`src/hdl/cipq_pkg.sv`:
```
// ----------------------------------------------------------------------------
// cipq_pkg
// Shared types and constants of the channel interrupt priority queue.
// ----------------------------------------------------------------------------
package cipq_pkg;

  localparam int unsigned KIND_W   = 2;
  localparam int unsigned CODE_W   = 8;
  localparam int unsigned LINE_W   = 8;
  localparam int unsigned WORD_W   = CODE_W + LINE_W;
  localparam int unsigned LEVEL_W  = 5;
  localparam int unsigned CFG_W    = 8;
  localparam int unsigned CFG_IDX_W = 2;

  // operation codes carried in kind
  localparam logic [KIND_W-1:0] KIND_RAISE   = 2'd0;
  localparam logic [KIND_W-1:0] KIND_READ    = 2'd1;
  localparam logic [KIND_W-1:0] KIND_REQUEUE = 2'd2;

  // configuration register indexes
  localparam logic [CFG_IDX_W-1:0] CFG_CLEAR_CODE   = 2'd0;
  localparam logic [CFG_IDX_W-1:0] CFG_TOP_PRIO     = 2'd1;
  localparam logic [CFG_IDX_W-1:0] CFG_EMPTY_CODE   = 2'd2;

  localparam logic [CODE_W-1:0] CLEAR_CODE_RST = 8'd0;
  localparam logic [CODE_W-1:0] TOP_PRIO_RST   = 8'd7;
  localparam logic [CODE_W-1:0] EMPTY_CODE_RST = 8'd0;

  typedef struct packed {
    logic [KIND_W-1:0] kind;
    logic [CODE_W-1:0] int_code;
    logic [LINE_W-1:0] line_number;
  } item_t;

  typedef struct packed {
    logic [WORD_W-1:0]  read_word;
    logic               read_valid;
    logic               irq_request;
    logic               overflow;
    logic [LEVEL_W-1:0] queue_level;
  } result_t;

  typedef struct packed {
    logic [CODE_W-1:0] clear_code;
    logic [CODE_W-1:0] top_priority_code;
    logic [CODE_W-1:0] empty_code;
  } cfg_t;

endpackage

```
`src/hdl/cipq_in_if.sv`:
```
// ----------------------------------------------------------------------------
// cipq_in_if
// Command channel of the interrupt queue: valid/ready with one command.
// ----------------------------------------------------------------------------
interface cipq_in_if;
  logic                         valid;
  logic                         ready;
  logic [cipq_pkg::KIND_W-1:0]  kind;
  logic [cipq_pkg::CODE_W-1:0]  int_code;
  logic [cipq_pkg::LINE_W-1:0]  line_number;

  modport source (output valid, kind, int_code, line_number, input ready);
  modport sink   (input valid, kind, int_code, line_number, output ready);
endinterface

```
`src/hdl/cipq_out_if.sv`:
```
// ----------------------------------------------------------------------------
// cipq_out_if
// Result channel of the interrupt queue: valid/ready with one result.
// ----------------------------------------------------------------------------
interface cipq_out_if;
  logic                          valid;
  logic                          ready;
  logic [cipq_pkg::WORD_W-1:0]   read_word;
  logic                          read_valid;
  logic                          irq_request;
  logic                          overflow;
  logic [cipq_pkg::LEVEL_W-1:0]  queue_level;

  modport source (output valid, read_word, read_valid, irq_request, overflow, queue_level,
                  input ready);
  modport sink   (input valid, read_word, read_valid, irq_request, overflow, queue_level,
                  output ready);
endinterface

```
`src/hdl/cipq_core.sv`:
```
// ----------------------------------------------------------------------------
// cipq_core
// Circular entry store with head pointer, fill count and a registered copy
// of the head entry; computes one result per step.
// ----------------------------------------------------------------------------
module cipq_core #(
  parameter int unsigned QUEUE_DEPTH = 16
) (
  input  logic              clk_i,
  input  logic              rst_ni,
  input  logic              step_i,
  input  cipq_pkg::item_t   item_i,
  input  cipq_pkg::cfg_t    cfg_i,
  output cipq_pkg::result_t result_o
);
  import cipq_pkg::*;

  localparam int unsigned IW = $clog2(QUEUE_DEPTH);
  localparam int unsigned CW = $clog2(QUEUE_DEPTH + 1);
  localparam int unsigned SW = CW + 1;
  localparam logic [IW-1:0] LAST_IDX = IW'(QUEUE_DEPTH - 1);
  localparam logic [CW-1:0] FULL_CNT = CW'(QUEUE_DEPTH);
  localparam logic [SW-1:0] DEPTH_S  = SW'(QUEUE_DEPTH);

  logic [WORD_W-1:0] mem [QUEUE_DEPTH];

  logic [IW-1:0]     head_q, head_d;
  logic [CW-1:0]     count_q, count_d;
  logic [WORD_W-1:0] rd_q;
  logic              byp_q;
  logic [WORD_W-1:0] byp_data_q;

  logic [WORD_W-1:0] head_word;
  logic [WORD_W-1:0] new_item;
  logic [IW-1:0]     head_inc, head_dec, tail_idx;
  logic [SW-1:0]     tail_sum;
  logic              full, empty;
  logic              we;
  logic [IW-1:0]     waddr;
  logic [WORD_W-1:0] wdata;

  // head entry: either just written, or read from the store at the last step
  assign head_word = byp_q ? byp_data_q : rd_q;
  assign new_item  = {item_i.int_code, item_i.line_number};

  assign head_inc = (head_q == LAST_IDX) ? '0 : head_q + IW'(1);
  assign head_dec = (head_q == '0) ? LAST_IDX : head_q - IW'(1);
  assign tail_sum = SW'(head_q) + SW'(count_q);
  always_comb begin
    if (tail_sum >= DEPTH_S) begin
      tail_idx = IW'(tail_sum - DEPTH_S);
    end else begin
      tail_idx = IW'(tail_sum);
    end
  end

  assign full  = (count_q == FULL_CNT);
  assign empty = (count_q == '0);

  always_comb begin
    head_d               = head_q;
    count_d              = count_q;
    we                   = 1'b0;
    waddr                = tail_idx;
    wdata                = new_item;
    result_o.read_word   = '0;
    result_o.read_valid  = 1'b0;
    result_o.irq_request = 1'b0;
    result_o.overflow    = 1'b0;
    case (item_i.kind)
      KIND_RAISE: begin
        if (item_i.int_code == cfg_i.clear_code) begin
          head_d               = '0;
          count_d              = CW'(1);
          we                   = 1'b1;
          waddr                = '0;
          result_o.irq_request = 1'b1;
        end else if (full) begin
          result_o.overflow = 1'b1;
        end else if (item_i.int_code <= cfg_i.top_priority_code) begin
          head_d               = head_dec;
          count_d              = count_q + CW'(1);
          we                   = 1'b1;
          waddr                = head_dec;
          result_o.irq_request = 1'b1;
        end else begin
          count_d              = count_q + CW'(1);
          we                   = 1'b1;
          result_o.irq_request = empty;
        end
      end
      KIND_READ: begin
        result_o.read_valid = 1'b1;
        if (empty) begin
          result_o.read_word = {cfg_i.empty_code, LINE_W'(0)};
        end else begin
          result_o.read_word   = head_word;
          head_d               = head_inc;
          count_d              = count_q - CW'(1);
          result_o.irq_request = (count_q != CW'(1));
        end
      end
      KIND_REQUEUE: begin
        if (!empty) begin
          we                   = 1'b1;
          wdata                = head_word;
          head_d               = head_inc;
          result_o.irq_request = 1'b1;
        end
      end
      default: begin
      end
    endcase
    result_o.queue_level = LEVEL_W'(count_d);
  end

  always_ff @(posedge clk_i or negedge rst_ni) begin
    if (!rst_ni) begin
      head_q  <= '0;
      count_q <= '0;
      byp_q   <= 1'b0;
    end else if (step_i) begin
      head_q  <= head_d;
      count_q <= count_d;
      byp_q   <= we && (waddr == head_d);
    end
  end

  always_ff @(posedge clk_i) begin
    if (step_i) begin
      if (we) begin
        mem[waddr] <= wdata;
      end
      rd_q       <= mem[head_d];
      byp_data_q <= wdata;
    end
  end

endmodule

```
`src/hdl/channel_interrupt_priority_queue_unit.sv`:
```
// ----------------------------------------------------------------------------
// channel_interrupt_priority_queue_unit
// Pending-interrupt queue of an I/O channel: raise, read-and-pop, requeue.
//
//   port     dir  payload                                         role
//   in_ch    in   kind, int_code, line_number                     commands
//   out_ch   out  read_word, read_valid, irq_request, overflow,   one result
//                 queue_level                                     per command
//   cfg_*    in   cfg_we_i, cfg_idx_i, cfg_data_i                 register writes
//
// One command per clock sustained while the output is not stalled; a command
// is held in the input register and its result is registered in the output
// register. The head entry is kept registered beside the store so every
// command needs only one store write and one store read per cycle.
// Reset clears pointer, count and valid flags; the store itself is not cleared.
// A stalled output holds the input register; new commands are taken while
// the input register is empty or the result register is free or being drained.
// ----------------------------------------------------------------------------
module channel_interrupt_priority_queue_unit #(
  parameter int unsigned QUEUE_DEPTH = 16
) (
  input  logic                             clk_i,
  input  logic                             rst_ni,
  cipq_in_if.sink                          in_ch,
  cipq_out_if.source                       out_ch,
  input  logic                             cfg_we_i,
  input  logic [cipq_pkg::CFG_IDX_W-1:0]   cfg_idx_i,
  input  logic [cipq_pkg::CFG_W-1:0]       cfg_data_i
);
  import cipq_pkg::*;

  cfg_t    cfg_q;
  item_t   in_q;
  logic    in_valid_q;
  result_t out_q, result;
  logic    out_valid_q;
  logic    step;

  // step moves the buffered command through the queue into the result register
  assign step         = in_valid_q && (!out_valid_q || out_ch.ready);
  assign in_ch.ready  = !in_valid_q || step;

  always_ff @(posedge clk_i or negedge rst_ni) begin
    if (!rst_ni) begin
      cfg_q.clear_code        <= CLEAR_CODE_RST;
      cfg_q.top_priority_code <= TOP_PRIO_RST;
      cfg_q.empty_code        <= EMPTY_CODE_RST;
    end else if (cfg_we_i) begin
      case (cfg_idx_i)
        CFG_CLEAR_CODE: cfg_q.clear_code        <= cfg_data_i;
        CFG_TOP_PRIO:   cfg_q.top_priority_code <= cfg_data_i;
        CFG_EMPTY_CODE: cfg_q.empty_code        <= cfg_data_i;
        default: begin
        end
      endcase
    end
  end

  always_ff @(posedge clk_i or negedge rst_ni) begin
    if (!rst_ni) begin
      in_valid_q  <= 1'b0;
      out_valid_q <= 1'b0;
    end else begin
      if (in_ch.ready) begin
        in_valid_q <= in_ch.valid;
      end
      if (step) begin
        out_valid_q <= 1'b1;
      end else if (out_ch.ready) begin
        out_valid_q <= 1'b0;
      end
    end
  end

  always_ff @(posedge clk_i) begin
    if (in_ch.ready && in_ch.valid) begin
      in_q.kind        <= in_ch.kind;
      in_q.int_code    <= in_ch.int_code;
      in_q.line_number <= in_ch.line_number;
    end
    if (step) begin
      out_q <= result;
    end
  end

  cipq_core #(
    .QUEUE_DEPTH (QUEUE_DEPTH)
  ) u_core (
    .clk_i    (clk_i),
    .rst_ni   (rst_ni),
    .step_i   (step),
    .item_i   (in_q),
    .cfg_i    (cfg_q),
    .result_o (result)
  );

  assign out_ch.valid       = out_valid_q;
  assign out_ch.read_word   = out_q.read_word;
  assign out_ch.read_valid  = out_q.read_valid;
  assign out_ch.irq_request = out_q.irq_request;
  assign out_ch.overflow    = out_q.overflow;
  assign out_ch.queue_level = out_q.queue_level;

endmodule
```
`src/flat_wrapper.sv`:
```
// flat-port wrapper written by rule: the top's interface ports become plain ports
module channel_interrupt_priority_queue_unit_flat import cipq_pkg::*;
#(
  parameter int unsigned QUEUE_DEPTH = 16
)
  (clk_i, rst_ni, cfg_we_i, cfg_idx_i, cfg_data_i, in_ch_valid, in_ch_kind, in_ch_int_code, in_ch_line_number, in_ch_ready, out_ch_valid, out_ch_read_word, out_ch_read_valid, out_ch_irq_request, out_ch_overflow, out_ch_queue_level, out_ch_ready);
  cipq_in_if in_ch_i ();
  cipq_out_if out_ch_i ();
  input  logic clk_i;
  input  logic rst_ni;
  input  logic cfg_we_i;
  input  logic [cipq_pkg::CFG_IDX_W-1:0] cfg_idx_i;
  input  logic [cipq_pkg::CFG_W-1:0] cfg_data_i;
  input wire logic [$bits(in_ch_i.valid)-1:0] in_ch_valid;
  input wire logic [$bits(in_ch_i.kind)-1:0] in_ch_kind;
  input wire logic [$bits(in_ch_i.int_code)-1:0] in_ch_int_code;
  input wire logic [$bits(in_ch_i.line_number)-1:0] in_ch_line_number;
  output wire logic [$bits(in_ch_i.ready)-1:0] in_ch_ready;
  output wire logic [$bits(out_ch_i.valid)-1:0] out_ch_valid;
  output wire logic [$bits(out_ch_i.read_word)-1:0] out_ch_read_word;
  output wire logic [$bits(out_ch_i.read_valid)-1:0] out_ch_read_valid;
  output wire logic [$bits(out_ch_i.irq_request)-1:0] out_ch_irq_request;
  output wire logic [$bits(out_ch_i.overflow)-1:0] out_ch_overflow;
  output wire logic [$bits(out_ch_i.queue_level)-1:0] out_ch_queue_level;
  input wire logic [$bits(out_ch_i.ready)-1:0] out_ch_ready;
  assign in_ch_i.valid = in_ch_valid;
  assign in_ch_i.kind = in_ch_kind;
  assign in_ch_i.int_code = in_ch_int_code;
  assign in_ch_i.line_number = in_ch_line_number;
  assign in_ch_ready = in_ch_i.ready;
  assign out_ch_valid = out_ch_i.valid;
  assign out_ch_read_word = out_ch_i.read_word;
  assign out_ch_read_valid = out_ch_i.read_valid;
  assign out_ch_irq_request = out_ch_i.irq_request;
  assign out_ch_overflow = out_ch_i.overflow;
  assign out_ch_queue_level = out_ch_i.queue_level;
  assign out_ch_i.ready = out_ch_ready;
  channel_interrupt_priority_queue_unit #(.QUEUE_DEPTH(QUEUE_DEPTH)) u_core (.clk_i(clk_i), .rst_ni(rst_ni), .in_ch(in_ch_i), .out_ch(out_ch_i), .cfg_we_i(cfg_we_i), .cfg_idx_i(cfg_idx_i), .cfg_data_i(cfg_data_i));
endmodule
```
`config.mk`:
```
export PLATFORM = sky130hd
export DESIGN_NAME = channel_interrupt_priority_queue_unit_flat
export DESIGN_NICKNAME = d
export VERILOG_FILES = /design/src/hdl/cipq_pkg.sv /design/src/hdl/cipq_in_if.sv /design/src/hdl/cipq_out_if.sv /design/src/hdl/cipq_core.sv /design/src/hdl/channel_interrupt_priority_queue_unit.sv /design/src/flat_wrapper.sv
export SDC_FILE = /design/constraint.sdc
export NUM_CORES = 1
export LEC_CHECK = 0
export ABC_AREA = 1
export BUFFER_PORTS_ARGS = -buffer_cell sky130_fd_sc_hd__buf_2
export CAP_MARGIN = 0
export CORE_MARGIN = 2
export CORE_UTILIZATION = 55
export CTS_CLUSTER_DIAMETER = 200
export DETAILED_ROUTE_END_ITERATION = 8
export GPL_TIMING_DRIVEN = 0
export PLACE_DENSITY_LB_ADDON = 0.3
export SYNTH_ARGS = -nofsm -noshare
export SYNTH_HDL_FRONTEND = slang
export SYNTH_SLANG_ARGS = --single-unit
```
`constraint.sdc`:
```
create_clock -name clk_i -period 8.6 [get_ports clk_i]
set_input_delay 0 -clock clk_i [delete_from_list [all_inputs] [get_ports clk_i]]
set_output_delay 0 -clock clk_i [all_outputs]
set_load 0.05 [all_outputs]
```
==> run metrics <==
yosys warns=0; CP Cell Sequence=ha_1, nand2_1, nor2_1, nand4_1, nand2_1, nand2_2, o21ai_1, inv_1, o21ai_0, nand2_1, nor2_2; CP max-delay cell=nor2_2; Max stage delay on crit path=800 ps; post-synthesis compound-gate area fraction=2.82%; syn avg cell area=10.6 um^2; Avg WL per Cell=20.3 um; Fill cells=2198; setup_tns=0 ps; Post-Synth XOR/XNOR Area=1.05%; die span in y=178 um; GRT Residual Overflow=0; number of gates resized after cts=0; Netlist cell types=41; unrepaired setup endpoints after global routing=no; most used cell, CP=nand2_1; DR iter-0 viols=1460; Worst Path Arrival=3970 ps; crit path max fanout=16; layout cells sized above 1=12.6%; # diodes=0; Tmin final=3830 ps; CP top delay family=simple AND/OR/NAND/NOR gates; max-slew violations=0; htree depth=2; total routed wirelength=43.3 mm; WS Path Type=register to register; first-pass GRT wire length=65.8 mm; VDD IR-drop max=0.152 mV; worst path required time=8740 ps; full die area=31700 um^2; power consumption=6.70 mW; Vias/cell=5.58; Root Driver=clkbuf_16; TritonRoute pass-1 iters=5; most frequent cells in the layout=332 x nand2_1, 330 x edfxtp_1, 315 x nand3_1; cts hold-fix bufs=36; initial antenna violation count=0; largest net degree at the start of global routing=66; #FFs+latches synth=366; worst slew pin tran=1070 ps; Slew HR=28.5%; main combinational cell family by area after synthesis=simple AND/OR/NAND/NOR gates; Adder-Cell Fraction of Synth Area=1.62%; Cells after DPL=2025; Hold Fails Final Rpt=0; Finished Layout Cells=2127; largest cells by area after synthesis=edfxtp_1 60%, nand3_1 9.5%, nand2_1 7.5%, inv_1 5.2%, dfrtp_1 5.0%; Syn Nets=1620; Final setup viols=0; dpl hpwl=29.4 mm; global-route usage over all layers=28.1%; leak pwr=8.06 nW; RePlAce Congestion=0.928; # Post-CTS Setup Buffers=0; power density over the cells=350 nW/um^2; crit path buf inv count=1; Num Clock Sinks=366; num ports=59; clock skew=13.3 ps; CTS Buffer Depth=3; sequential share of the synthesized area=65.0%; Clock transition at path regs=60 ps; Max Cap Viol=0; fin nets=1764; DRC=0; Post-DRT Antenna Nets=0; crit start category=register; die width=178 um; hold_ws=137 ps; Final Cycle Share=44.5%; type of the worst min-delay path=input pin to async pin; Synth-to-Final Area Change=15.0%; total number of vias=11900; Clock Latency Late Sink=530 ps; Syn Inst Count=1566; Synth Area in Simple Gates=20.6%; share of Yosys cell area claimed by the top area cell type=59.5%; commonest non-fill, non-tap cell in the layout=nand2_1; Netlist Area Pre-Place=16600 um^2; IO Port Bufs=58; fmax=261 MHz; Initial Utilization=56.0%; CTS Buf Count=37; row cnt=63; outcome=completed; CTS tree=done; mux contribution to synthesized area=0.481%; Worst Setup End Kind=register; dominant cell type by area after synthesis=edfxtp_1; vias in the first global route=11500; Core ar.=29700 um^2
## routing by layer
metal / share of wire, % / vias up / track usage [%]
met5: 0 / - / 0
met4: 5.5 / 0 / 15.2
met3: 9.5 / 109 / 4.84
met2: 45 / 612 / 44.1
met1: 40 / 5592 / 37.6
li1: - / 5551 / -
## path summary, 6_finish.rpt
| path | from | endpoint | slack (ps) | depth (start not counted) |
|---|---|---|---|---|
| setup / recovery | u_core.in_q[15]$_DFFE_PP_ | u_core.u_core.mem[1][13]$_DFFE_PP_ | 4770 | 11 |
| hold / removal | rst_ni | u_core.u_core.count_q[4]$_DFFE_PN0P_ | 140 | 2 |
| setup reg to reg | u_core.in_q[15]$_DFFE_PP_ | u_core.u_core.mem[1][13]$_DFFE_PP_ | 4770 | 11 |
| hold reg to reg | u_core.cfg_q[2]$_DFFE_PN0P_ | u_core.cfg_q[2]$_DFFE_PN0P_ | 500 | 2 |
| max in group asynchronous | rst_ni | u_core.cfg_q[17]$_DFFE_PN0P_ | 7890 | 2 |
| min in group clk_i | in_ch_int_code[2] | u_core.in_q[10]$_DFFE_PP_ | 190 | 2 |
## report_power, final
group	switching (mW)	internal, mW	total, mW	leakage (nW)
Sequential	0.0859	2.31	2.39	3.48
Combinational	1.98	0.843	2.83	4.04
Clock	0.643	0.840	1.48	0.547
Total	2.71	3.99	6.70	8.06
## flip-flops by register name, summed over array words and instances, names as in the netlist
name	flops
u_core.in_valid_q	1
u_core.out_ch.read_valid	1
u_core.out_ch.valid	1
u_core.u_core.count_q	5
u_core.u_core.mem	256
u_core.out_ch.irq_request	1
u_core.u_core.byp_q	1
u_core.cfg_q	24
u_core.u_core.rd_q	16
u_core.out_ch.read_word	16
u_core.out_ch.queue_level	5
u_core.u_core.byp_data_q	16
u_core.u_core.head_q	4
u_core.in_q	18
u_core.out_ch.overflow	1
## area by class of cell
type	instances	area [um^2]	share of cell area, %
inverter	237	892	4.66
clock inverter	19	82.6	0.431
sequential	366	10800	56.5
tap	390	488	2.55
multi-input combinational	883	4520	23.6
clock buffer	47	1030	5.36
timing repair buffer	105	797	4.16
buffer	80	524	2.74
## synthesized netlist by cell type (all sizes together)
| cell | number |
|---|---|
| nand3b | 41 |
| xor2 | 17 |
| ha | 20 |
| nor3 | 2 |
| inv | 236 |
| or2 | 1 |
| buf | 51 |
| o311ai | 1 |
| mux2i | 8 |
| fa | 1 |
| edfxtp | 330 |
| dfstp | 3 |
| nor2 | 45 |
| clkbuf | 29 |
| o211ai | 3 |
| a22oi | 1 |
| a21o | 1 |
| a21oi | 11 |
| nand3 | 315 |
| nand2 | 340 |
| a31oi | 1 |
| o21ai | 69 |
| clkinv | 1 |
| xnor2 | 3 |
| dfrtp | 33 |
| nand4 | 2 |
| a41oi | 1 |
## through the flow
stage	area (um^2)	util, %	setup slack, ps
after floorplan	16600	-	5560
after global placement	17400	58.6	4180
after detailed placement	17700	59.4	4540
after CTS	19100	64.4	4510
after global routing	19100	64.4	4510
final	19100	64.4	4770
## cells by family (layout without fill, tap and decap cells)
kind of cell / count (synthesis) / after routing
and+or+nand+nor: 746 / 746
DFF: 366 / 366
buffers and inverters: 317 / 488
AOI/OAI and AO/OA: 88 / 88
adders and majority gates: 21 / 21
xor gates and xnor gates: 20 / 20
muxes: 8 / 8
No activity file was read; power rests on OpenSTA's default activity.
